<file path="src/sdm_pkg.sv">
// ----------------------------------------------------------------------------
// sdm_pkg: shared types and constants of the sized signed divider
// Request field layout, function codes and the control word that travels
// with each request down the divider pipeline.
// ----------------------------------------------------------------------------
package sdm_pkg;

    localparam logic FUNC_DIV = 1'b0;
    localparam logic FUNC_MOD = 1'b1;

    // s_axis_tdata layout, lowest bit first
    localparam int DL_LSB    = 0;
    localparam int DH_LSB    = 64;
    localparam int DB_LSB    = 128;
    localparam int VV_LSB    = 133;
    localparam int VB_LSB    = 197;
    localparam int RB_LSB    = 201;
    localparam int S_TDATA_W = 208;
    localparam int M_TDATA_W = 64;

    typedef struct packed {
        logic       func;
        logic       neg;
        logic       dbz;
        logic [3:0] rsz;
    } t_ctl;

endpackage

</file>
<file path="src/sdm_cell.sv">
// ----------------------------------------------------------------------------
// sdm_cell: one restoring division step
// Shifts the next dividend bit into the partial remainder, subtracts the
// divisor when it fits and shifts the quotient bit in at the bottom.
// ----------------------------------------------------------------------------
module sdm_cell import sdm_pkg::*; #(
    parameter int OPERAND_BYTES = 8
) (
    input  logic                        i_clk,
    input  logic                        i_rst_n,
    input  logic                        i_valid,
    output logic                        o_ready,
    input  t_ctl                        i_ctl,
    input  logic [8*OPERAND_BYTES-1:0]  i_rem,
    input  logic [16*OPERAND_BYTES-1:0] i_dq,
    input  logic [8*OPERAND_BYTES-1:0]  i_bu,
    output logic                        o_valid,
    input  logic                        i_ready,
    output t_ctl                        o_ctl,
    output logic [8*OPERAND_BYTES-1:0]  o_rem,
    output logic [16*OPERAND_BYTES-1:0] o_dq,
    output logic [8*OPERAND_BYTES-1:0]  o_bu
);
    localparam int OW = 8 * OPERAND_BYTES;
    localparam int DW = 2 * OW;

    logic [OW-1:0] shifted;
    logic          ge;
    logic [OW-1:0] n_rem;
    logic [DW-1:0] n_dq;

    logic          r_valid;
    t_ctl          r_ctl;
    logic [OW-1:0] r_rem;
    logic [DW-1:0] r_dq;
    logic [OW-1:0] r_bu;

    // remainder stays below the divisor (at most 2^(OW-1)), so OW-1 bits carry it
    always_comb begin
        shifted = {i_rem[OW-2:0], i_dq[DW-1]};
        ge      = (shifted >= i_bu);
        n_rem   = ge ? (shifted - i_bu) : shifted;
        n_dq    = {i_dq[DW-2:0], ge};
    end

    assign o_ready = !r_valid || i_ready;

    always_ff @(posedge i_clk) begin
        if (!i_rst_n) begin
            r_valid <= 1'b0;
        end else if (o_ready) begin
            r_valid <= i_valid;
        end
        if (i_valid && o_ready) begin
            r_ctl <= i_ctl;
            r_rem <= n_rem;
            r_dq  <= n_dq;
            r_bu  <= i_bu;
        end
    end

    assign o_valid = r_valid;
    assign o_ctl   = r_ctl;
    assign o_rem   = r_rem;
    assign o_dq    = r_dq;
    assign o_bu    = r_bu;

    a_rem_below_divisor: assert property (@(posedge i_clk) disable iff (!i_rst_n)
        (r_valid && !r_ctl.dbz) |-> (r_rem < r_bu))
        else $error("partial remainder not below divisor");

    a_divisor_nonzero: assert property (@(posedge i_clk) disable iff (!i_rst_n)
        (r_valid && !r_ctl.dbz) |-> (r_bu != '0))
        else $error("zero divisor without flag");

    a_accept_fills: assert property (@(posedge i_clk) disable iff (!i_rst_n)
        ($past(i_rst_n) && $past(i_valid && o_ready)) |-> r_valid)
        else $error("accepted request lost in cell");

endmodule

</file>
<file path="config.mk">
export PLATFORM = sky130hd
export DESIGN_NAME = sdm_cell
export DESIGN_NICKNAME = d
export VERILOG_FILES = /design/src/sdm_pkg.sv /design/src/sdm_cell.sv
export SDC_FILE = /design/constraint.sdc
export NUM_CORES = 1
export LEC_CHECK = 0
export BUFFER_PORTS_ARGS = -buffer_cell sky130_fd_sc_hd__buf_2
export CAP_MARGIN = 20
export CORE_AREA = 2 2 208 210
export CTS_BUF_LIST = sky130_fd_sc_hd__clkbuf_4 sky130_fd_sc_hd__clkbuf_8 sky130_fd_sc_hd__clkbuf_16
export CTS_CLUSTER_DIAMETER = 80
export CTS_CLUSTER_SIZE = 16
export DETAILED_ROUTE_END_ITERATION = 12
export DIE_AREA = 0 0 210 212
export PLACE_DENSITY = 0.57
export SLEW_MARGIN = 25
export SYNTH_ARGS = -nofsm -noshare
export SYNTH_HDL_FRONTEND = slang
export SYNTH_SLANG_ARGS = --single-unit
</file>
<file path="constraint.sdc">
create_clock -name i_clk -period 18.35 [get_ports i_clk]
set_input_delay 4.5875 -clock i_clk [delete_from_list [all_inputs] [get_ports i_clk]]
set_output_delay 4.5875 -clock i_clk [all_outputs]
set_load 0.05 [all_outputs]
</file>
Word level (Yosys, flattened, before mapping):

Index checks and enable logic that the tools add are counted.

* reductions and logical operators: 3
* magnitude comparators: 1
* add/sub/neg operators: 1
* muxes and demuxes: 1

Operator list (count)
* $ge A64 B64 Y1: 1
* $mux W64: 1
* $sub A64 B64 Y64: 1
* $logic_and A1 B1 Y1: 1
* $logic_not A1 Y1: 1
* $logic_or A1 B1 Y1: 1

* bits of input ports: 267
* logic and storage cells: 14
* output and inout bits: 265
* bits in registers: 264

Depth between registers and ports, before layout:

* depth in word-level cells: 3
* gate-level depth with buffers: 14
* gate-level depth less buffers: 13

Worst setup path after synthesis:

Ideal clock, no wire load.

* path type: input to register
* start: input port i_ready
* end: register r_bu[0], in the netlist o_bu[0] (enable)
* buffers on the path: 0
* data required time: 17.694 ns
* library setup time: 0.656 ns
* arrival: 11.076 ns
* stages: 2
* slack: 6.618 ns
* cell sequence: nand2b_1 > and2_1

* cells in the longest elaborated chain, start to end: 2

RTL lines
* start: declaration: line sdm_cell.sv:18 `input logic i_ready,`
* $logic_or A1 B1 Y1: line sdm_cell.sv:46 `assign o_ready = !r_valid || i_ready;`
* $logic_and A1 B1 Y1: line sdm_cell.sv:54 `if (i_valid && o_ready) begin`
* end signal: assignment: line sdm_cell.sv:58 `r_bu <= i_bu;`
* end: declaration: line sdm_cell.sv:36 `logic [OW-1:0] r_bu;`

Every way passes these cells.
A chain may end at the register's enable or synchronous reset.

Final worst setup path:

* start: input port i_ready
* end: output port o_ready

* cells in the longest elaborated chain, start to end: 1

RTL lines
* $logic_or A1 B1 Y1: line sdm_cell.sv:46
* end: declaration: line sdm_cell.sv:12 `output logic o_ready,`

Every way passes these cells.

==> flow_summary.yaml <==
grt:
  grt_first_pass_wirelength_um: 68600
  antenna_found_initial: 17
  grt_start_max_net_pins: 156
  grt_overflow: 0
  first_global_vias: 10700
  track_usage_pct: 20.7
setup_path:
  critical_path_class: "input port to output pin"
  worst_ep_required_time_ns: 13.76
  crit_path_start_kind: "input port"
  crit_arrival_ns: 5.05
  crit_top_cell: "buf_2"
  endpoint_kind: "output pin"
  path_buf_inv: 2
  cp_cell_sequence: "buf_2, nand2b_1, buf_2"
  crit_path_max_incr_delay_ns: 0.27
  critical_path.top_delay_family: "buffers and inverters"
  crit_path_top_delay_cell: "buf_2"
  crit_fanout: 3
synth:
  synth-adder-area-share_pct: 6.31
  synth_top_family_by_area: "compound AO/OA/AOI/OAI gates"
  synth.avg_cell_area_um2: 11.8
  synth_edf_count: 263
  ys_types: 73
  async_flop_share_pct: 0
  ys_warn_count: 0
  synth_compound_area_share_pct: 15.8
  synth_flop_cell: "edfxtp_1"
  synthSimpleGateAreaFrac_pct: 9.94
  synth_nets: 1437
  ys_seq_area_share_pct: 60.9
  syn_area_mm2: 0.0130
  muxShareOfSynthArea_pct: 0.173
  ys_ff_latch: 264
  synthXorXnorAreaFrac_pct: 2.96
  netlist_instances: 1105
layout:
  area_growth_pct: 30.9
  fillers: 4271
  layout.nets: 1962
  final_cells: 2192
  utilization_pct: 40.1
  multiInputGateArea_mm2: 0.00458
  drive_above_1_share_pct: 35.9
  ff_latch_area_mm2: 0.00792
  final_area_mm2: 0.0170
power_and_ir_drop:
  peakVddDrop_uv: 75.1
  switching_share_pct: 34.6
  p_switching_uw: 588
  intPower_mw: 1.11
  combPwrFrac_pct: 26.5
  leakagePower_nw: 7.47
  p_per_area_mw_per_mm2: 99.9
  p_seq_share_pct: 42.9
  p_clk_share_pct: 30.6
detailed_routing:
  wl_um: 48300
  vias_per_cell: 4.97
  drt_first_pass_iters: 5
  vias: 10900
  wire_per_inst_um: 22.0
  ant_nets: 0
  drt_iter0_drc: 780
  drc: 0
sta:
  drv_slew: 0
  finClkSkew_ns: 0.0123
  relSlewSlack_pct: 34.0
  finalSetupTns_ns: 0
  rsz0062_at_grt: "no"
  fmax_ghz: 0.104
  period_share_pct: 52.5
  period_minus_slack_ns: 9.64
  finalSetupViolCount: 0
  hold_viol: 0
  tightest_slew_ns: 0.990
floorplan:
  coreArea_mm2: 0.0425
  die_x_um: 210
  ios: 532
  die-area_mm2: 0.0445
  rows: 76
  die_h_um: 212
  floorplan.initialDensity_pct: 30.6
clocking:
  numCtsBuffers: 25
  cts_tree: "yes"
  htree_levels: 1
  clk_transition_reported_paths_ns: 0.07
  cts.path.max_buffers: 3
  postCtsSetupBuffers: 0
  clock-sinks: 264
  clock_latency_ns: 0.56
  root_buffer: "clkbuf_16"
  hold_buffers: 0
  cts_resized: 0
placement:
  dp.cells: 2149
  hpwl_um: 38700
  placed_area_mm2: 0.0162
  gp_congestion: 0.891
  io_buffers: 530
run:
  maxCapViolations: 0
worst_hold_path:
  hold_class: "flop to flop"
run_status:
  status: "completed"
-- stage by stage --
step | hold slack [ns] | total power [mW] | setup WS, ns
6_report | 0.533 | 1.70 | 8.71
5_1_grt | 0.584 | 1.77 | 8.68
3_3_place_gp | 0.517 | 1.19 | 8.71
2_1_floorplan | 1.15 | 1.07 | 6.62
3_5_place_dp | 0.529 | 1.20 | 8.71
4_1_cts | 0.539 | 1.72 | 8.71
-- synth_stat cells, types with 9 or more instances --
master,number,share of area [%]
o21bai_1,18,1.0
o21a_1,14,0.81
nand2_1,85,2.5
a21boi_0,9,0.52
ha_1,64,6.2
nand4_1,24,1.2
nor3_1,19,0.73
xor2_1,12,0.81
nand3_1,10,0.38
a21oi_1,134,5.2
a21o_1,38,2.2
o31ai_1,13,0.75
inv_1,93,2.7
nor2_1,92,2.7
clkbuf_1,26,0.75
xnor2_1,32,2.2
o21ai_0,44,1.7
edfxtp_1,263,61
-- cell usage in the layout, fill, tap and decap left out, types with 4 or more instances in the layout --
cell type / count
and4_1: 5
and3_1: 5
o21ai_0: 44
buf_4: 4
nor3_1: 19
clkbuf_16: 25
inv_1: 93
xor2_1: 12
a21boi_0: 9
buf_2: 530
o31ai_1: 13
xnor2_1: 32
ha_1: 64
edfxtp_1: 263
o21a_1: 14
a21o_1: 38
or3_1: 6
or2_2: 4
a21oi_1: 134
nand3_1: 10
nand3b_1: 4
o211ai_1: 4
inv_6: 5
nor2b_1: 4
nand2_1: 85
a31oi_1: 4
nand4_1: 24
nor2_1: 92
diode_2: 4
nand2b_1: 5
o21bai_1: 18
-- worst paths after layout --
path                   startpoint                   end  slack [ns]  cells after the start
max reg2reg  o_valid$_SDFFE_PN0N_    o_dq[20]$_DFFE_PP_       16.12                      3
min          o_valid$_SDFFE_PN0N_  o_valid$_SDFFE_PN0N_        0.53                      2
min reg2reg  o_valid$_SDFFE_PN0N_  o_valid$_SDFFE_PN0N_        0.53                      2
max                       i_ready               o_ready        8.71                      3
-- power by group through the flow --
stage	Sequential (mW)	Combinational, mW	Clock (mW)
after CTS	0.731	0.454	0.539
after floorplan	0.904	0.164	0
after global placement	0.743	0.450	0
after global routing	0.735	0.483	0.555
final	0.730	0.450	0.521
after detailed placement	0.744	0.452	0
-- area by class of cell --
type,instances,area share [%]
sequential,264,46.5
multi-input combinational,710,26.9
timing repair buffer,535,15.9
tap,546,4.01
clock buffer,26,3.72
inverter,94,2.08
clock inverter,13,0.860
antenna,4,0.0588
-- flip-flops by register name, indices dropped and copies added (netlist names) --
register / count
o_valid: 1
o_bu: 64
o_rem: 64
o_dq: 128
o_ctl: 7
-- per-layer routing --
layer  GRT usage, %  up-vias  wire length (µm)
met5              0        -               152
li1               -     5166                 -
met1           24.7     5219             19500
met3           5.51       79              3530
met2           36.7      419             23800
met4           6.09       22              1300
-- cell families (layout without fill, tap and decap cells) --
group	Yosys count	count (layout)
other	0	4
AO/OA/AOI/OAI	323	323
flip-flops	264	264
adder cells (fa/ha/maj)	65	65
multiplexers	2	2
XOR/XNOR	44	44
AND/OR/NAND/NOR	276	276
buffers and inverters	131	668
-- tightest hold or removal path: stages, from the launching register on --
cell      delay (ns)
dfxtp_1         0.31
nand2b_1        0.09
a21boi_0        0.08
(Power assumes the default switching activity.)
