$ cat src/sdm_pkg.sv
// ----------------------------------------------------------------------------
// sdm_pkg: shared types and constants of the sized signed divider
// Request field layout, function codes and the control word that travels
// with each request down the divider pipeline.
// ----------------------------------------------------------------------------
package sdm_pkg;

    localparam logic FUNC_DIV = 1'b0;
    localparam logic FUNC_MOD = 1'b1;

    // s_axis_tdata layout, lowest bit first
    localparam int DL_LSB    = 0;
    localparam int DH_LSB    = 64;
    localparam int DB_LSB    = 128;
    localparam int VV_LSB    = 133;
    localparam int VB_LSB    = 197;
    localparam int RB_LSB    = 201;
    localparam int S_TDATA_W = 208;
    localparam int M_TDATA_W = 64;

    typedef struct packed {
        logic       func;
        logic       neg;
        logic       dbz;
        logic [3:0] rsz;
    } t_ctl;

endpackage

$ cat src/sdm_prep.sv
// ----------------------------------------------------------------------------
// sdm_prep: operand conditioning stage
// Clamps the sizes, masks both operands, takes their magnitudes and works out
// the sign of the result and the zero-divisor flag.
// ----------------------------------------------------------------------------
module sdm_prep import sdm_pkg::*; #(
    parameter int OPERAND_BYTES = 8
) (
    input  logic                       i_clk,
    input  logic                       i_rst_n,
    input  logic                       i_valid,
    output logic                       o_ready,
    input  logic                       i_func,
    input  logic [63:0]                i_dividend_low,
    input  logic [63:0]                i_dividend_high,
    input  logic [4:0]                 i_dividend_bytes,
    input  logic [63:0]                i_divisor_value,
    input  logic [3:0]                 i_divisor_bytes,
    input  logic [3:0]                 i_result_bytes,
    output logic                       o_valid,
    input  logic                       i_ready,
    output t_ctl                       o_ctl,
    output logic [16*OPERAND_BYTES-1:0] o_dq,
    output logic [8*OPERAND_BYTES-1:0]  o_bu
);
    localparam int OW = 8 * OPERAND_BYTES;
    localparam int DW = 2 * OW;
    localparam int NB = 2 * OPERAND_BYTES;

    logic [4:0]    dsz;
    logic [3:0]    vsz;
    logic [3:0]    rsz;
    logic [127:0]  a_cat;
    logic [DW-1:0] a_in;
    logic [DW-1:0] a_mask;
    logic [DW-1:0] a_m;
    logic [DW-1:0] a_mag;
    logic [OW-1:0] b_in;
    logic [OW-1:0] b_mask;
    logic [OW-1:0] b_m;
    logic [OW-1:0] b_mag;
    logic          an;
    logic          bn;
    t_ctl          n_ctl;

    logic          r_valid;
    t_ctl          r_ctl;
    logic [DW-1:0] r_dq;
    logic [OW-1:0] r_bu;

    always_comb begin
        dsz = (i_dividend_bytes == 5'd0) ? 5'd1 :
              (i_dividend_bytes > 5'(NB)) ? 5'(NB) : i_dividend_bytes;
        vsz = (i_divisor_bytes == 4'd0) ? 4'd1 :
              (i_divisor_bytes > 4'(OPERAND_BYTES)) ? 4'(OPERAND_BYTES) : i_divisor_bytes;
        rsz = (i_result_bytes == 4'd0) ? 4'd1 :
              (i_result_bytes > 4'(OPERAND_BYTES)) ? 4'(OPERAND_BYTES) : i_result_bytes;

        a_cat = {i_dividend_high, i_dividend_low};
        a_in  = a_cat[DW-1:0];
        an    = 1'b0;
        for (int b = 0; b < NB; b++) begin
            a_mask[b*8 +: 8] = (5'(b) < dsz) ? 8'hFF : 8'h00;
            if (5'(b + 1) == dsz) begin
                an = a_in[b*8+7];
            end
        end
        a_m   = a_in & a_mask;
        a_mag = an ? ((~a_m + DW'(1)) & a_mask) : a_m;

        b_in = i_divisor_value[OW-1:0];
        bn   = 1'b0;
        for (int b = 0; b < OPERAND_BYTES; b++) begin
            b_mask[b*8 +: 8] = (4'(b) < vsz) ? 8'hFF : 8'h00;
            if (4'(b + 1) == vsz) begin
                bn = b_in[b*8+7];
            end
        end
        b_m   = b_in & b_mask;
        b_mag = bn ? ((~b_m + OW'(1)) & b_mask) : b_m;

        n_ctl.func = i_func;
        n_ctl.neg  = (i_func == FUNC_MOD) ? an : (an ^ bn);
        n_ctl.dbz  = (b_m == '0);
        n_ctl.rsz  = rsz;
    end

    assign o_ready = !r_valid || i_ready;

    always_ff @(posedge i_clk) begin
        if (!i_rst_n) begin
            r_valid <= 1'b0;
        end else if (o_ready) begin
            r_valid <= i_valid;
        end
        if (i_valid && o_ready) begin
            r_ctl <= n_ctl;
            r_dq  <= a_mag;
            r_bu  <= b_mag;
        end
    end

    assign o_valid = r_valid;
    assign o_ctl   = r_ctl;
    assign o_dq    = r_dq;
    assign o_bu    = r_bu;

endmodule

$ cat config.mk
export PLATFORM = sky130hd
export DESIGN_NAME = sdm_prep
export DESIGN_NICKNAME = d
export VERILOG_FILES = /design/src/sdm_pkg.sv /design/src/sdm_prep.sv
export SDC_FILE = /design/constraint.sdc
export NUM_CORES = 1
export LEC_CHECK = 0
export ABC_AREA = 1
export BUFFER_PORTS_ARGS = -buffer_cell sky130_fd_sc_hd__buf_4
export CORE_UTILIZATION = 38
export DETAILED_ROUTE_END_ITERATION = 10
export SKIP_LAST_GASP = 1
export SYNTH_ARGS = -nofsm -noshare
export SYNTH_HDL_FRONTEND = slang
export SYNTH_SLANG_ARGS = --single-unit
$ cat constraint.sdc
create_clock -name i_clk -period 26.6 [get_ports i_clk]
set_input_delay 2.66 -clock i_clk [delete_from_list [all_inputs] [get_ports i_clk]]
set_output_delay 2.66 -clock i_clk [all_outputs]
set_load 0.02 [all_outputs]
# Yosys cells after proc, flatten, opt, wreduce, memory -nomap -nowiden
# Index checks and enable logic that the tools add are counted.
# totals
reg_bits	200
out_inout_bits	201
# classes
addsub	2
order_cmp	27
n_eq_ne	24
n_reduce_logical	8
muxes	56
bitwise_logic	7
# op_table
op	count
$and A128 B128 Y128	2
$mux W8	24
$add A128 B1 Y128 const B	1
$and A64 B64 Y64	2
$mux W128	1
$not A128 Y128	1
$add A64 B1 Y64 const B	1
$logic_not A64 Y1	1
$mux W64	1
$not A64 Y64	1
$eq A4 B5 Y1 const A	8
$lt A4 B5 Y1 const A	8
$mux W1	25
$eq A3 B5 Y1 const A	4
$lt A3 B5 Y1 const A	4
$eq A3 B4 Y1 const A	4
$lt A3 B4 Y1 const A	4
$mux W4	3
$eq A2 B5 Y1 const A	2
$lt A1 B5 Y1 const A	2
$lt A2 B5 Y1 const A	2
$mux W5	2
$eq A2 B4 Y1 const A	2
$gt A4 B4 Y1 const B	2
14 further kinds	17

# Logic depth before layout (Yosys ltp)
# depth
word_depth	22
mapped_depth	18
ltp_nobuf	16

# Worst setup path after synthesis
# Ideal clock, no wire load.
# synth_timing
kind	input port to flip-flop
from	input i_valid
to	register r_bu[0] (netlist: o_bu[0]) (enable)
t_required_ns	25.775
setup_time_ns	0.825
arrival_time_ns	12.251
setup_slack_ns	13.524
n_path_buf	0
path_stages	2
path_cell_list	inv_1 -> a21oi_1
# synth_via
elab_chain_cells	1
# synth_rtl
element	line	text
start, declared	sdm_prep.sv:11	input logic i_valid,
$logic_and A1 B1 Y1	sdm_prep.sv:96	if (i_valid && o_ready) begin
end signal, assigned	sdm_prep.sv:99	r_bu <= b_mag;
end, declared	sdm_prep.sv:49	logic [OW-1:0] r_bu;
# Every way passes these cells.
# A chain may end at the register's enable or synchronous reset.

# Final worst setup path
# layout_timing
from	input i_dividend_bytes[4]
to	register r_dq[62] (netlist: o_dq[62]) (data pin)
# layout_via
elab_chain_cells	21
word_cells_on_any_way	57
cone_classes	add/sub: 1; order compare: 9; eq/ne: 16; mux: 27; bitwise: 3; reduce/logical: 1
# layout_rtl
element	line	text
start, declared	sdm_prep.sv:16	input logic [4:0] i_dividend_bytes,
$gt A5 B5 Y1	sdm_prep.sv:53	(i_dividend_bytes > 5'(NB)) ? 5'(NB) : i_dividend_bytes;
$mux W5	sdm_prep.sv:53	
$mux W5 *	sdm_prep.sv:52	dsz = (i_dividend_bytes == 5'd0) ? 5'd1 :
branches (longest 17 deep; another with $add A128 B1 Y128)	n/a	
$mux W128 *	sdm_prep.sv:69	a_mag = an ? ((~a_m + DW'(1)) & a_mask) : a_m;
named net a_mag[62]	sdm_prep.sv:37	logic [DW-1:0] a_mag;
end signal, assigned	sdm_prep.sv:98	r_dq <= a_mag;
end, declared	sdm_prep.sv:48	logic [DW-1:0] r_dq;
# Mark *: on every way through the listed nets, which the timed path passes.

==> impl_metrics.xml <==
<?xml version="1.0" encoding="UTF-8"?>
<metrics>
  <group name="logic_synthesis">
    <metric name="yosys_top_cell_by_area" unit="">sky130_fd_sc_hd__edfxtp_1</metric>
    <metric name="ys_dominant_reg_cell" unit="">sky130_fd_sc_hd__edfxtp_1</metric>
    <metric name="synth.net_count" unit="">2602</metric>
    <metric name="netlist_area" unit="µm²">15990</metric>
    <metric name="synth_commonest_cells" unit="">sky130_fd_sc_hd__nand2_1, sky130_fd_sc_hd__nor2_1, sky130_fd_sc_hd__inv_1</metric>
    <metric name="yosysWarnings" unit="">0</metric>
    <metric name="share_of_synthesized_area_occupied_by_flip_flops_and_latches" unit="">0.3749</metric>
    <metric name="netlist_top_cells_area" unit="">sky130_fd_sc_hd__edfxtp_1, sky130_fd_sc_hd__nand2_1, sky130_fd_sc_hd__nor2_1, sky130_fd_sc_hd__nand3_1, sky130_fd_sc_hd__o21ai_0</metric>
    <metric name="synthesis.instances" unit="">2390</metric>
    <metric name="ys_async_sr_fraction" unit="">0</metric>
    <metric name="synth_area_per_cell" unit="µm²">6.692</metric>
    <metric name="synth_top_area_frac" unit="">0.3737</metric>
    <metric name="count_of_different_cell_masters_after_synthesis" unit="">53</metric>
    <metric name="synth_enable_flop_cells" unit="">199</metric>
    <metric name="ys_seq_elements" unit="">200</metric>
    <metric name="post-synth-top-count-cell" unit="">sky130_fd_sc_hd__nand2_1</metric>
  </group>
  <group name="critical_path">
    <metric name="crit_path_start_kind" unit="">input port</metric>
    <metric name="critical_path_required" unit="ps">26730</metric>
    <metric name="critical_path_peak_fanout" unit="">106</metric>
    <metric name="timing.critical_path.to_type" unit="">flip-flop</metric>
    <metric name="worst-setup-path-type" unit="">input port to flip-flop</metric>
    <metric name="data_arrival_time_of_the_critical_path" unit="ps">6140</metric>
    <metric name="timing.reg2reg.setup_slack" unit="ps">23830</metric>
  </group>
  <group name="placed_design">
    <metric name="port_buffers" unit="">410</metric>
    <metric name="placed_cells" unit="">3269</metric>
    <metric name="place.gp.congestion" unit="">1.023</metric>
    <metric name="dp.final_hpwl" unit="µm">59620</metric>
  </group>
  <group name="die">
    <metric name="floorplan.initialDensity" unit="">0.3882</metric>
    <metric name="io_pins" unit="">411</metric>
    <metric name="fp.dieH" unit="µm">207.2</metric>
    <metric name="row_count" unit="">74</metric>
    <metric name="core_region_area" unit="µm²">41200</metric>
    <metric name="die-width" unit="µm">207.2</metric>
    <metric name="die_area" unit="µm²">42910</metric>
  </group>
  <group name="clock_tree">
    <metric name="clk_latency" unit="ps">520</metric>
    <metric name="post-cts-setup-buffers" unit="">0</metric>
    <metric name="ctsRootBufferMaster" unit="">sky130_fd_sc_hd__clkbuf_16</metric>
    <metric name="clkSlewWorstSetupHoldPaths" unit="ps">80</metric>
    <metric name="cts_tree" unit="">yes</metric>
    <metric name="cts_buffer_depth" unit="">2</metric>
    <metric name="htreeDepth" unit="">4</metric>
    <metric name="cts_resized" unit="">0</metric>
    <metric name="ctsHoldBuffers" unit="">0</metric>
    <metric name="cts_made_buffers" unit="">17</metric>
    <metric name="cts_num_sinks" unit="">200</metric>
  </group>
  <group name="global_routing">
    <metric name="vias_in_the_first_global_route" unit="">17250</metric>
    <metric name="grt_start_max_net_pins" unit="">107</metric>
    <metric name="number_of_antenna_violations_at_the_first_check_in_global_routing" unit="">4</metric>
    <metric name="grt_use_total" unit="">0.3345</metric>
    <metric name="grt_pass1_wl" unit="µm">106500</metric>
    <metric name="overflow" unit="">0</metric>
  </group>
  <group name="route">
    <metric name="routed_wirelength" unit="µm">72770</metric>
    <metric name="drt_first_iter_violations" unit="">1659</metric>
    <metric name="drcViolationCount" unit="">0</metric>
    <metric name="drt.antenna.violating_nets" unit="">0</metric>
    <metric name="wl_per_cell" unit="µm">22.03</metric>
    <metric name="vias" unit="">18340</metric>
    <metric name="drt_pass1_iterations" unit="">5</metric>
    <metric name="route.detailed.vias_per_inst" unit="">5.551</metric>
  </group>
  <group name="sta">
    <metric name="fin_crit_sh" unit="">0.2257</metric>
    <metric name="slew_headroom" unit="">0.2729</metric>
    <metric name="max_clock_freq" unit="MHz">166.5</metric>
    <metric name="setup_viol" unit="">0</metric>
    <metric name="tightestPinTransition" unit="ps">1091</metric>
    <metric name="finalMaxSlewViolations" unit="">0</metric>
    <metric name="fin_worst_skew" unit="ps">14.11</metric>
    <metric name="setup_repair_after_global_routing_missed_its_margin" unit="">false</metric>
    <metric name="post-route-min-period" unit="ps">6005</metric>
    <metric name="hold_viol" unit="">0</metric>
    <metric name="fin_setup_tns" unit="ps">0</metric>
  </group>
  <group name="pwr">
    <metric name="irDropWorstVdd" unit="mV">0.04859</metric>
    <metric name="power_leakage" unit="nW">9.047</metric>
    <metric name="power_density" unit="nW/µm²">48.91</metric>
  </group>
  <group name="final_layout">
    <metric name="fill_cells" unit="">4226</metric>
    <metric name="final-instance-count-excl-fill" unit="">3304</metric>
    <metric name="design.final.nets" unit="">2968</metric>
    <metric name="drive_above_1_share" unit="">0.1842</metric>
    <metric name="synthToLayoutAreaGrowth" unit="%">25.60</metric>
  </group>
  <group name="flow_run">
    <metric name="cap_viol_max_count" unit="">0</metric>
  </group>
  <group name="outcome">
    <metric name="run_status" unit="">finished, final reports clean</metric>
  </group>
  <group name="hold_path">
    <metric name="hp-class" unit="">flip-flop to flip-flop</metric>
  </group>
</metrics>
power breakdown:
group	internal, W	switching (W)	total, W
combinational	0.000102	0.000199	0.000301
clock	0.000135	0.000147	0.000282
sequential	0.000388	0.0000118	0.000400
total	0.000625	0.000358	0.000982
cells by family (layout without fill, tap and decap cells):
logic type / count (synthesis) / count (layout) / share of synthesized area
and+or+nand+nor: 1446 / 1446 / 0.3927
AOI/OAI and AO/OA: 352 / 352 / 0.1200
buffers and inverters: 347 / 726 / 0.08723
DFF: 200 / 200 / 0.3749
xor gates and xnor gates: 43 / 43 / 0.02355
adders and majority gates: 2 / 2 / 0.001564
other: 0 / 3 / 0
per-stage QoR:
stage	hold WS, ps	power [W]	worst slack [ps]	utilization	cell area (µm²)
finish	560.3	0.0009825	20600	0.4875	20090
global route	600.7	0.001023	20430	0.4875	20090
CTS	563.7	0.0009836	20790	0.4873	20080
detailed placement	552.1	0.0007036	20250	0.4727	19470
global placement	534.2	0.0007025	20260	0.4727	19470
floorplan	729.5	0.0005778	13520	-	15990
layout make-up:
class | instances | area [µm²] | area share
antenna | 3 | 7.507 | 0.0003737
clock inverter | 14 | 175.2 | 0.008721
timing repair buffer | 421 | 3161 | 0.1573
multi-input combinational | 1843 | 8627 | 0.4295
tap | 532 | 665.6 | 0.03314
clock buffer | 18 | 429.2 | 0.02137
inverter | 273 | 1026 | 0.05108
sequential | 200 | 5996 | 0.2985
worst max-delay path: stages:
cell	delay [ps]
sky130_fd_sc_hd__buf_4	220
sky130_fd_sc_hd__inv_2	220
sky130_fd_sc_hd__nand2_2	260
sky130_fd_sc_hd__a21oi_1	200
sky130_fd_sc_hd__nand3_1	220
sky130_fd_sc_hd__nand4_1	140
sky130_fd_sc_hd__nand2_1	80
sky130_fd_sc_hd__nand3_1	70
sky130_fd_sc_hd__nand2_1	80
sky130_fd_sc_hd__nand2_4	420
sky130_fd_sc_hd__buf_4	880
sky130_fd_sc_hd__o21ai_0	540
per-layer routing:
layer  routed length [µm]  track usage  up-vias
met5                    8            0        -
met4                 3394       0.1668        2
met3                 5477      0.06261      138
met2                33480       0.5454      879
met1                30410       0.4246     8584
li1                     -            -     8739
layout by cell type (no fill, tap or decap), types with 27 or more instances in the layout:
cell type,Yosys,layout
sky130_fd_sc_hd__nand2_1,625,623
sky130_fd_sc_hd__buf_4,5,421
sky130_fd_sc_hd__nor2_1,396,396
sky130_fd_sc_hd__inv_1,264,264
sky130_fd_sc_hd__nand3_1,231,231
sky130_fd_sc_hd__o21ai_0,204,203
sky130_fd_sc_hd__edfxtp_1,199,199
sky130_fd_sc_hd__nand4_1,108,108
sky130_fd_sc_hd__a21oi_1,87,86
sky130_fd_sc_hd__xor2_1,33,33
sky130_fd_sc_hd__nor3_1,27,27
path summary, 6_finish.rpt:
| kind | to | cells after the start | startpoint |
|---|---|---|---|
| setup / recovery | o_dq[62] | 12 | i_dividend_bytes[4] |
| hold / removal | o_valid | 2 | o_valid |
| setup reg to reg | o_dq[101] | 3 | o_valid |
| hold reg to reg | o_valid | 2 | o_valid |
registers in the layout, indices dropped and copies added, names as in the netlist:
signal and flops:
o_ctl 7, o_valid 1, o_bu 64, o_dq 128
(Power assumes the default switching activity.)
