<file path="config.mk">
export PLATFORM = sky130hd
export DESIGN_NAME = sdm_post
export DESIGN_NICKNAME = d
export VERILOG_FILES = /design/src/sdm_pkg.sv /design/src/sdm_post.sv
export SDC_FILE = /design/constraint.sdc
export NUM_CORES = 1
export LEC_CHECK = 0
export ABC_AREA = 1
export CORE_MARGIN = 8
export CORE_UTILIZATION = 40
export CTS_CLUSTER_DIAMETER = 200
export DETAILED_ROUTE_END_ITERATION = 8
export DONT_BUFFER_PORTS = 1
export PLACE_DENSITY_LB_ADDON = 0.1
export RECOVER_POWER = 100
export SYNTH_ARGS = -nofsm -noshare
export SYNTH_HDL_FRONTEND = slang
export SYNTH_SLANG_ARGS = --single-unit
</file>
<file path="constraint.sdc">
create_clock -name i_clk -period 10.4 [get_ports i_clk]
set_input_delay 1.04 -clock i_clk [delete_from_list [all_inputs] [get_ports i_clk]]
set_output_delay 1.04 -clock i_clk [all_outputs]
set_load 0.005 [all_outputs]
</file>
<file path="src/sdm_pkg.sv">
// ----------------------------------------------------------------------------
// sdm_pkg: shared types and constants of the sized signed divider
// Request field layout, function codes and the control word that travels
// with each request down the divider pipeline.
// ----------------------------------------------------------------------------
package sdm_pkg;

    localparam logic FUNC_DIV = 1'b0;
    localparam logic FUNC_MOD = 1'b1;

    // s_axis_tdata layout, lowest bit first
    localparam int DL_LSB    = 0;
    localparam int DH_LSB    = 64;
    localparam int DB_LSB    = 128;
    localparam int VV_LSB    = 133;
    localparam int VB_LSB    = 197;
    localparam int RB_LSB    = 201;
    localparam int S_TDATA_W = 208;
    localparam int M_TDATA_W = 64;

    typedef struct packed {
        logic       func;
        logic       neg;
        logic       dbz;
        logic [3:0] rsz;
    } t_ctl;

endpackage

</file>
<file path="src/sdm_post.sv">
// ----------------------------------------------------------------------------
// sdm_post: result sign fix and output register
// Picks quotient or remainder, applies the result sign, masks to the result
// size and holds the result until the receiver takes it.
// ----------------------------------------------------------------------------
module sdm_post import sdm_pkg::*; #(
    parameter int OPERAND_BYTES = 8
) (
    input  logic                       i_clk,
    input  logic                       i_rst_n,
    input  logic                       i_valid,
    output logic                       o_ready,
    input  t_ctl                       i_ctl,
    input  logic [8*OPERAND_BYTES-1:0] i_rem,
    input  logic [8*OPERAND_BYTES-1:0] i_quo,
    output logic                       o_valid,
    input  logic                       i_ready,
    output logic [M_TDATA_W-1:0]       o_result,
    output logic                       o_dbz
);
    localparam int OW = 8 * OPERAND_BYTES;

    logic [OW-1:0] sel;
    logic [OW-1:0] sgn;
    logic [OW-1:0] r_mask;
    logic [OW-1:0] n_res;

    logic          r_valid;
    logic [OW-1:0] r_res;
    logic          r_dbz;

    always_comb begin
        sel = (i_ctl.func == FUNC_MOD) ? i_rem : i_quo;
        sgn = i_ctl.neg ? (~sel + OW'(1)) : sel;
        for (int b = 0; b < OPERAND_BYTES; b++) begin
            r_mask[b*8 +: 8] = (4'(b) < i_ctl.rsz) ? 8'hFF : 8'h00;
        end
        n_res = i_ctl.dbz ? '0 : (sgn & r_mask);
    end

    assign o_ready = !r_valid || i_ready;

    always_ff @(posedge i_clk) begin
        if (!i_rst_n) begin
            r_valid <= 1'b0;
        end else if (o_ready) begin
            r_valid <= i_valid;
        end
        if (i_valid && o_ready) begin
            r_res <= n_res;
            r_dbz <= i_ctl.dbz;
        end
    end

    assign o_valid  = r_valid;
    assign o_result = M_TDATA_W'(r_res);
    assign o_dbz    = r_dbz;

    a_dbz_zero: assert property (@(posedge i_clk) disable iff (!i_rst_n)
        (r_valid && r_dbz) |-> (r_res == '0))
        else $error("divide by zero with nonzero result");

    a_hold_stall: assert property (@(posedge i_clk) disable iff (!i_rst_n)
        (r_valid && !i_ready) |=> (r_valid && $stable(r_res) && $stable(r_dbz)))
        else $error("stalled result changed");

    a_accept_fills: assert property (@(posedge i_clk) disable iff (!i_rst_n)
        ($past(i_rst_n) && $past(i_valid && o_ready)) |-> r_valid)
        else $error("accepted request lost at output");

endmodule

</file>
# --- Word-level counts from Yosys, hierarchy flattened ---
# Cells that the tools add are included.
totals:
  ff_bits: 66
  out_inout_bits: 67
classes:
  n_addsub: 1
  n_lt_le_gt_ge: 8
  mux: 10
  bitwise: 2
  reduce_logical: 3
ops:
  columns: ["operator", "count"]
  rows:
  - ["64-bit 2-to-1 mux", 2]
  - ["64-bit by 1-bit adder with 64-bit output (second input constant)", 1]
  - ["64-bit bitwise AND", 1]
  - ["8-bit 2-to-1 mux", 8]
  - ["64-bit inverter", 1]
  - ["3-bit by 4-bit less-than comparator with 1-bit output (first input constant)", 4]
  - ["1-bit by 4-bit less-than comparator with 1-bit output (first input constant)", 2]
  - ["2-bit by 4-bit less-than comparator with 1-bit output (first input constant)", 2]
  - ["1-bit logical AND", 1]
  - ["1-bit zero test", 1]
  - ["1-bit logical OR", 1]

# --- Depth between registers and ports, before layout ---
# Gate-level depths: netlist (run 1).
logic_depth:
  ltp_word: 5
  ltp_mapped: 17
  mapped_depth_nobuf: 15

# --- Worst setup path after synthesis (run 1) ---
# Ideal clock, no wire load.
synth_timing:
  kind: "input to register"
  from: "input i_valid"
  to: "register r_dbz, in the netlist o_dbz (enable)"
  arrival_time_ns: 4.233
  setup_slack_ns: 5.658
  stages: 2
  path_cell_list: "inv_1 a21oi_1"
synth_between:
  elab_chain_len: 1
synth_rtl:
  columns: ["element", "line", "rtl"]
  rows:
  - ["from (decl)", "sdm_post.sv:11", "input logic i_valid,"]
  - ["1-bit logical AND", "sdm_post.sv:49", "if (i_valid && o_ready) begin"]
  - ["to (signal assigned)", "sdm_post.sv:51", "r_dbz <= i_ctl.dbz;"]
  - ["to (decl)", "sdm_post.sv:30", "logic r_dbz;"]
# Every way passes these cells.
# A chain may end at the register's enable or synchronous reset.

# --- Worst setup path in the final report (run 1) ---
layout_timing:
  from: "input i_ctl[6] (netlist name)"
  to: "register r_res[46], in the netlist o_result[46], data pin"
layout_between:
  elab_chain_len: 5
layout_rtl:
  columns: ["element", "line", "rtl"]
  rows:
  - ["from (decl)", "sdm_post.sv:13", "input t_ctl i_ctl,"]
  - ["64-bit 2-to-1 mux *", "sdm_post.sv:33", "sel = (i_ctl.func == FUNC_MOD) ? i_rem : i_quo;"]
  - ["64-bit inverter", "sdm_post.sv:34", "sgn = i_ctl.neg ? (~sel + OW'(1)) : sel;"]
  - ["64-bit by 1-bit adder with 64-bit output", "sdm_post.sv:34", null]
  - ["64-bit 2-to-1 mux *", "sdm_post.sv:34", null]
  - ["64-bit bitwise AND *", "sdm_post.sv:38", "n_res = i_ctl.dbz ? '0 : (sgn & r_mask);"]
  - ["to (signal assigned)", "sdm_post.sv:50", "r_res <= n_res;"]
  - ["to (decl)", "sdm_post.sv:29", "logic [OW-1:0] r_res;"]
# Mark *: on every way between the ends. The rest lies on a longest branch, timed or not.

==> results of run 1 <==
power by group through the flow:
| stage | Combinational (W) | Sequential [W] | Clock [W] |
|---|---|---|---|
| floorplan | 0.000114 | 0.000332 | 0 |
| global placement | 0.000136 | 0.000338 | 0 |
| detailed placement | 0.000137 | 0.000338 | 0 |
| CTS | 0.000138 | 0.000333 | 0.000300 |
| global route | 0.000159 | 0.000336 | 0.000310 |
| finish | 0.000136 | 0.000334 | 0.000290 |
logic make-up after synthesis:
kind of cell	count (synthesis)	synth area share (%)
simple gates	639	44.0
mux	1	0.171
compound gates	87	7.92
flops	66	33.7
buf+inv	190	13.6
xor+xnor	2	0.300
fa+ha+maj	1	0.214
through the flow:
| stage | instance area (um2) | util, % | hold WS, ns | instances | power [W] |
|---|---|---|---|---|---|
| floorplan | 5840 | - | 0.523 | 986 | 0.000446 |
| global placement | 5930 | 41.1 | 0.610 | 1148 | 0.000475 |
| detailed placement | 5930 | 41.1 | 0.613 | 1148 | 0.000475 |
| CTS | 6200 | 43.0 | 0.621 | 1163 | 0.000771 |
| global route | 6140 | 42.6 | 0.653 | 1163 | 0.000805 |
| finish | 6140 | 42.6 | 0.611 | 1163 | 0.000760 |
sequential cells by signal (all words and copies together) (netlist names):
register,flops
o_result,64
o_dbz,1
o_valid,1
Yosys cell counts, drive strengths merged, types with 4 or more instances:
cell	instances	area [um2]
nand2	431	1670
nor3	4	20.0
o21a	4	30.0
edfxtp	65	1950
nand3	48	240
buf	19	151
inv	167	629
a21oi	48	240
nor2	153	619
clkbuf	4	15.0
o21ai	28	140
o21bai	4	30.0
worst min-delay path: cells and delay by family (launching register included):
family / cells / cell delay, ns
AOI/OAI and AO/OA: 1 / 0.09
DFF: 1 / 0.35
and+or+nand+nor: 1 / 0.12
worst min path at each step:
stage,start,to,cells after the start
final,o_valid,o_valid,2
after global routing,o_valid,o_valid,2
after CTS,o_valid,o_valid,2
after detailed placement,o_valid,o_valid,2
after global placement,o_valid,o_valid,2
after floorplan,o_valid,o_valid,2
routing by layer:
metal  routed length, um  up-vias  GRT usage [%]
met5                  13        -              0
met1                9290     2450           28.8
met3                1480       18           5.18
met2                8010      213           30.3
li1                    -     2984              -
met4                 278        2           6.34
area by class of cell:
type | count | area (um2) | area share (%)
clock buffers | 11 | 233 | 3.79
clock inverters | 4 | 43.8 | 0.713
inverters | 167 | 628 | 10.2
multi-input cells | 730 | 3030 | 49.3
flip-flops and latches | 66 | 1970 | 32.1
well taps | 184 | 230 | 3.75
repair buffers | 1 | 3.75 | 0.0611
==> impl_results.md, run 1 <==
* Status: finished, violations left
* Failing checks: capacitance limit, slew limit
* Element type at the critical path start: primary input
* Vias in the first global route at 5374
* Power share of the sequential group at 43.9%
* Reg2reg setup slack at 6.84 ns
* Initial antenna violation count at 1
* Crit-path cells: clkinvlp_2 -> nand2_1 -> o21ai_0 -> inv_1 -> ha_1 -> nand2_1 -> nor2_1 -> nand2_1 -> nor2_1 -> nand2_1 -> nand2_1 -> nand2_1 -> nor2_1 -> nor2_1
* Tmin final at 4.71 ns
* HPWL after detailed placement at 15100 um
* Post-Syn Area at 5840 um2
* CTS Hold Bufs at 0
* DRT Pass-1 Iters at 5
* Distinct cells, synth at 31
* Htree depth at 3
* Nets at 1115
* RR Startpoint: o_valid
* Seq/Total Area, Yosys at 33.7%
* Antenna Cells at 0
* Number of cells on the critical path at 14
* Max Slew Vio Count at 124
* Worst setup EP type: register
* Slowest library cell on the worst path: clkinvlp_2
* Post-synthesis average cell area at a little under 6 um2
* Layout Skew at 0.00649 ns
* Cells on worst reg2reg path at 2
* Post-Route WL at roughly 19000 um
* Cell mode on critical path: nand2_1
* WS Path Type: primary input to register
* Reg-to-Reg End: o_result[8]
* Die Y at 137 um
* Cells after Synth at 986
* Setup bufs post-CTS at 0
* Combinational Power Share at 17.9%
* GP Congestion at roughly 0.89
* # DRC at 0
* Starting Density at roughly 40%
* Switching part of the total power at ~29%
* CP arrival at roughly 4.8 ns
* Post_cts resized at 0
* Crit path largest cell delay at 1.48 ns
* Dpl ws at 7.03 ns
* Leading cell type in the layout, fill and taps excluded: nand2_1
* GRT overflow at 0
* Bufs on Longest Clock Path at 2
* Worst-skew pair later-pin latency at 0.34 ns
* Main synth FF type: edfxtp_1
* DR WL/cell at 16.4 um
* PwrDens at 124 nW/um2
* RSZ-0062 raised after global routing: no
* Most frequent cells in the layout: nand2_1, inv_1, nor2_1
* Synthesis-stage register bit count at 66
* First-pass GRT wire length at 29200 um
* CP startpoint: i_ctl[6]
* Fraction of layout cells with a size suffix above 1 at 3.06%
* Clock Sinks at 66
* Max Cap Violations at 2
* Synthesis Warnings at 0
* DRT antenna net count at 0
* VDD IR max at 0.0000850 V
* Worst Path Max Fanout at 71
* CTS Buf Count at 9
* Total GRT Usage at between 20 and 25%
* Fmax at 212 MHz
* Static leakage power at 3.07 nW
* Syn_nets at 1126
* Fraction of registers with async set or reset after synthesis at 0%
* Site row count at 44
* Final Setup Violations at 0
* P&R area growth vs syn at 5.07%
* Crit share post-route at 45.3%
* CTS tree: yes
* 1st-iter DRT viols at between 400 and 500
* Internal at 0.000542 W
* Fillcell total at 1617
* WP buf/inv at 2
* Largest net degree at the start of global routing at 72
* Setup TNS at 0 ns
* Via density per instance at 4.87
* Worst-path clk slew at ~0.050 ns
* Slew margin rel. at -141%
* Die span in x at 137 um
* Number of enable flip-flop cells after synthesis at 65
* IO buf count at 0
* Hold Path Class: register to register
* P_sw at 0.000217 W
* Hold Vio Cnt, Final at 0
* Root Buffer: clkbuf_16
* Largest delay share family, worst path: simple AND/OR/NAND/NOR gates
* Full die area at between 15000 and 20000 um2
* Clock share of power at 38.2%
* Via count at about 5700
* Core Box Area at 14400 um2
* Worst-Margin Slew at 3.62 ns
* Worst Path Required at 10.50 ns
* IO Count at 206
* Final Worst Setup Slack at between 5 and 6 ns
* CP endpoint: o_result[46]
Power figures use the tool's default switching activity.
==> run 2: changes to the inputs <==
--- a/config.mk
+++ b/config.mk
@@ -5,7 +5,7 @@
 export SDC_FILE = /design/constraint.sdc
 export NUM_CORES = 1
 export LEC_CHECK = 0
-export ABC_AREA = 1
+export ABC_AREA = 0
 export CORE_MARGIN = 8
 export CORE_UTILIZATION = 40
 export CTS_CLUSTER_DIAMETER = 200
==> constraint.sdc (replaced) <==
create_clock -name i_clk -period 4.53 [get_ports i_clk]
set_input_delay 0.453 -clock i_clk [delete_from_list [all_inputs] [get_ports i_clk]]
set_output_delay 0.453 -clock i_clk [all_outputs]
set_load 0.005 [all_outputs]
==> run 2 against run 1 <==
Against the previous run: the run still ends with capacitance limit, slew limit left; sequential share of layout area increased by 1.8 points; design area is 5.2% lower; cell count shrank 34%; clock skew increased by 0.0043 ns.
==> impl_results.md, run 2 <==
* CTS Hold Bufs at 0 (unchanged)
* Setup bufs post-CTS at 0 (unchanged)
* Via count at 4670 (-18%)
* Top cells by count, synth: nor2_1, edfxtp_1, mux2i_1
* Leading cell type in the layout, fill and taps excluded: nor2_1
* WP buf/inv at 1 (-1)
* Distinct cells, synth at 60 (+94%)
* Failing checks: capacitance limit, slew limit
* Largest delay share family, worst path: simple AND/OR/NAND/NOR gates
* Root Buffer: clkbuf_16
* Crit-path cells: or4_1 -> a222oi_1 -> clkbuf_1 -> and3_1 -> nand4b_1 -> o41ai_1 -> xnor2_1 -> nor2_1
* Via density per instance at 6.07 (+25%)
* Post-Place Cells at 753 (-34%)
* Worst Path Max Fanout at 182 (+160%)
* DP Area at 5600 um2 (-5.6%)
* Core Box Area at 13700 um2 (-5.3%)
* Worst Path Required at 4.61 ns (-5.89 ns)
* P&R area growth vs syn at 5.60%
* VDD IR max at 0.000176 V (+110%)
* Post_cts resized at 0 (unchanged)
* Routing usage on met1 at 24.8% (-4.1 points)
* CTS tree: yes
* Final Setup Violations at 0 (unchanged)
* Top cell type's share of synthesized area at 35.4% (+2.0 points)
* Hold Vio Cnt, Final at 0 (unchanged)
* Element type at the critical path start: primary input
* Worst-skew pair later-pin latency at 0.34 ns (about the same)
* Synthesis-stage register bit count at 66 (unchanged)
* Seq/Total Area, Yosys at 35.8% (+2.0 points)
* Setup TNS at 0 ns (unchanged)
* HPWL after detailed placement at 14000 um (-6.7%)
* Starting Density at 40.3% (-0.17 points)
* 1st-iter DRT viols at 518 (+17%)
* Largest net degree at the start of global routing at 183 (+150%)
* Post-route cell area at 5820 um2 (-5.2%)
* Most crowded layer after global routing: met2
* Total GRT Usage at 19.5% (-1.1 points)
* Die span in x at 133 um (-2.5%)
* Tmin final at 3.52 ns
* M3 GR Usage at 9.07% (+3.9 points)
* Fraction of registers with async set or reset after synthesis at 0% (unchanged)
* DR WL/cell at 23.7 um (+44%)
* Fillcell total at 1382 (-15%)
* Fmax at 284 MHz
* Nets at 724 (-35%)
* Cells after Synth at 603 (-39%)
* Die Y at 133 um (-2.5%)
* Register area at 1970 um2 (unchanged)
* Status: finished, violations left
* First-pass GRT wire length at 27200 um (-7.1%)
* Post-Syn Area at 5510 um2 (-5.7%)
* DRT Pass-1 Iters at 7 (+2)
* Hold Path Class: primary input to register
* Area of the multi-input gates at 3300 um2 (+9.0%)
* Htree depth at 3 (unchanged)
* Bufs on Longest Clock Path at 2 (unchanged)
* Post-synthesis average cell area at 9.14 um2 (+54%)
* WS Path Type: primary input to register
* Initial antenna violation count at 0 (-1)
* Worst-Margin Slew at 3.05 ns (-0.569 ns)
* Vias in the first global route at 4495 (-16%)
* Crit path largest cell delay at 0.73 ns (-0.75 ns)
* Number of enable flip-flop cells after synthesis at 65 (unchanged)
* DRT antenna net count at 0 (unchanged)
* RSZ-0062 raised after global routing: no
* Site row count at 43 (-2.3%)
* Max FFs per register at 64 (unchanged)
* Max Cap Violations at 1 (-1)
* Most frequent cells in the layout: nor2_1, edfxtp_1, mux2i_1
* Worst setup EP type: register
* Crit share post-route at 77.8%
* Post-route insts no fill at 769 (-34%)
* Post-Route WL at 18200 um (-4.5%)
* Top-count cell post-synth: nor2_1
* Clock Sinks at 66 (unchanged)
* Synthesis Warnings at 0 (unchanged)
* IO Count at 206 (unchanged)
* Full die area at 17800 um2 (-5.0%)
* Max Slew Vio Count at 66 (-47%)
* M2 GR Usage at 29.3% (-0.97 points)
* Synth area leader: edfxtp_1
* Fraction of layout cells with a size suffix above 1 at 6.45% (+3.4 points)
* Area contributors post-synth: edfxtp_1, mux2i_1, xnor2_1
* GP Congestion at 0.823 (-7.9%)
* Antenna Cells at 0 (unchanged)
* Syn_nets at 743 (-34%)
* # DRC at 0 (unchanged)
* Slew margin rel. at -103% (+38 points)
* CP arrival at 3.60 ns (-1.21 ns)
* Main synth FF type: edfxtp_1
* Layout Skew at 0.0107 ns (+0.00426 ns)
* GRT overflow at 0 (unchanged)
* PwrDens at 302 nW/um2 (+140%)
* Static leakage power at 1.95 nW (-37%)
* CTS Buf Count at 9 (unchanged)
* Worst-path clk slew at 0.06 ns (about the same)
* Slowest library cell on the worst path: nand4b_1
* IO buf count at 0 (unchanged)
==> run 2: layer usage <==
metal	wire, um	vias to the layer above	part of all wire [%]
li1	-	2219	-
met4	178	0	0.98
met3	2140	13	12
met1	7830	2239	43
met2	8080	199	44
met5	0	-	0
==> run 2: power breakdown <==
group | internal [W] | switching, W | total (W)
registers | 0.000739 | 0.0000311 | 0.000770
logic | 0.000125 | 0.000137 | 0.000262
clock network | 0.000453 | 0.000273 | 0.000727
==> run 2: path summary, 6_finish.rpt <==
check / slack [ns] / from / to / cells past startpoint
max: 1.01 / i_ctl[6] / o_result[49] / 8
min: 0.21 / i_ctl[4] / o_dbz / 0
max reg2reg: 1.36 / o_valid / o_result[14] / 2
min reg2reg: 0.58 / o_valid / o_valid / 2
==> run 2: area by class of cell <==
type,count,share of cell area (%)
Timing Repair Buffer,1,0.0645
Clock buffer,11,4.34
Inverter,4,0.258
Multi-Input combinational cell,502,56.7
Tap cell,180,3.87
Clock inverter,5,0.902
Sequential cell,66,33.9
==> run 2: metrics by stage <==
step	utilization, %	hold WS (ns)	worst slack [ns]	total power [W]
after global routing	42.6	0.204	0.918	0.00183
final	42.6	0.211	1.01	0.00176
after floorplan	-	0.537	0.0998	0.00102
after CTS	43.2	0.202	1.67	0.00178
after detailed placement	41.0	0.553	1.34	0.00105
after global placement	41.0	0.553	1.42	0.00105
==> run 2: cells by family after synthesis <==
logic type | count (synthesis) | share of synthesized area (%)
and+or+nand+nor | 271 | 25.9
AOI/OAI and AO/OA | 106 | 13.8
DFF | 66 | 35.8
muxes | 64 | 11.7
xor gates and xnor gates | 60 | 9.53
buffers and inverters | 35 | 3.02
adders and majority gates | 1 | 0.227
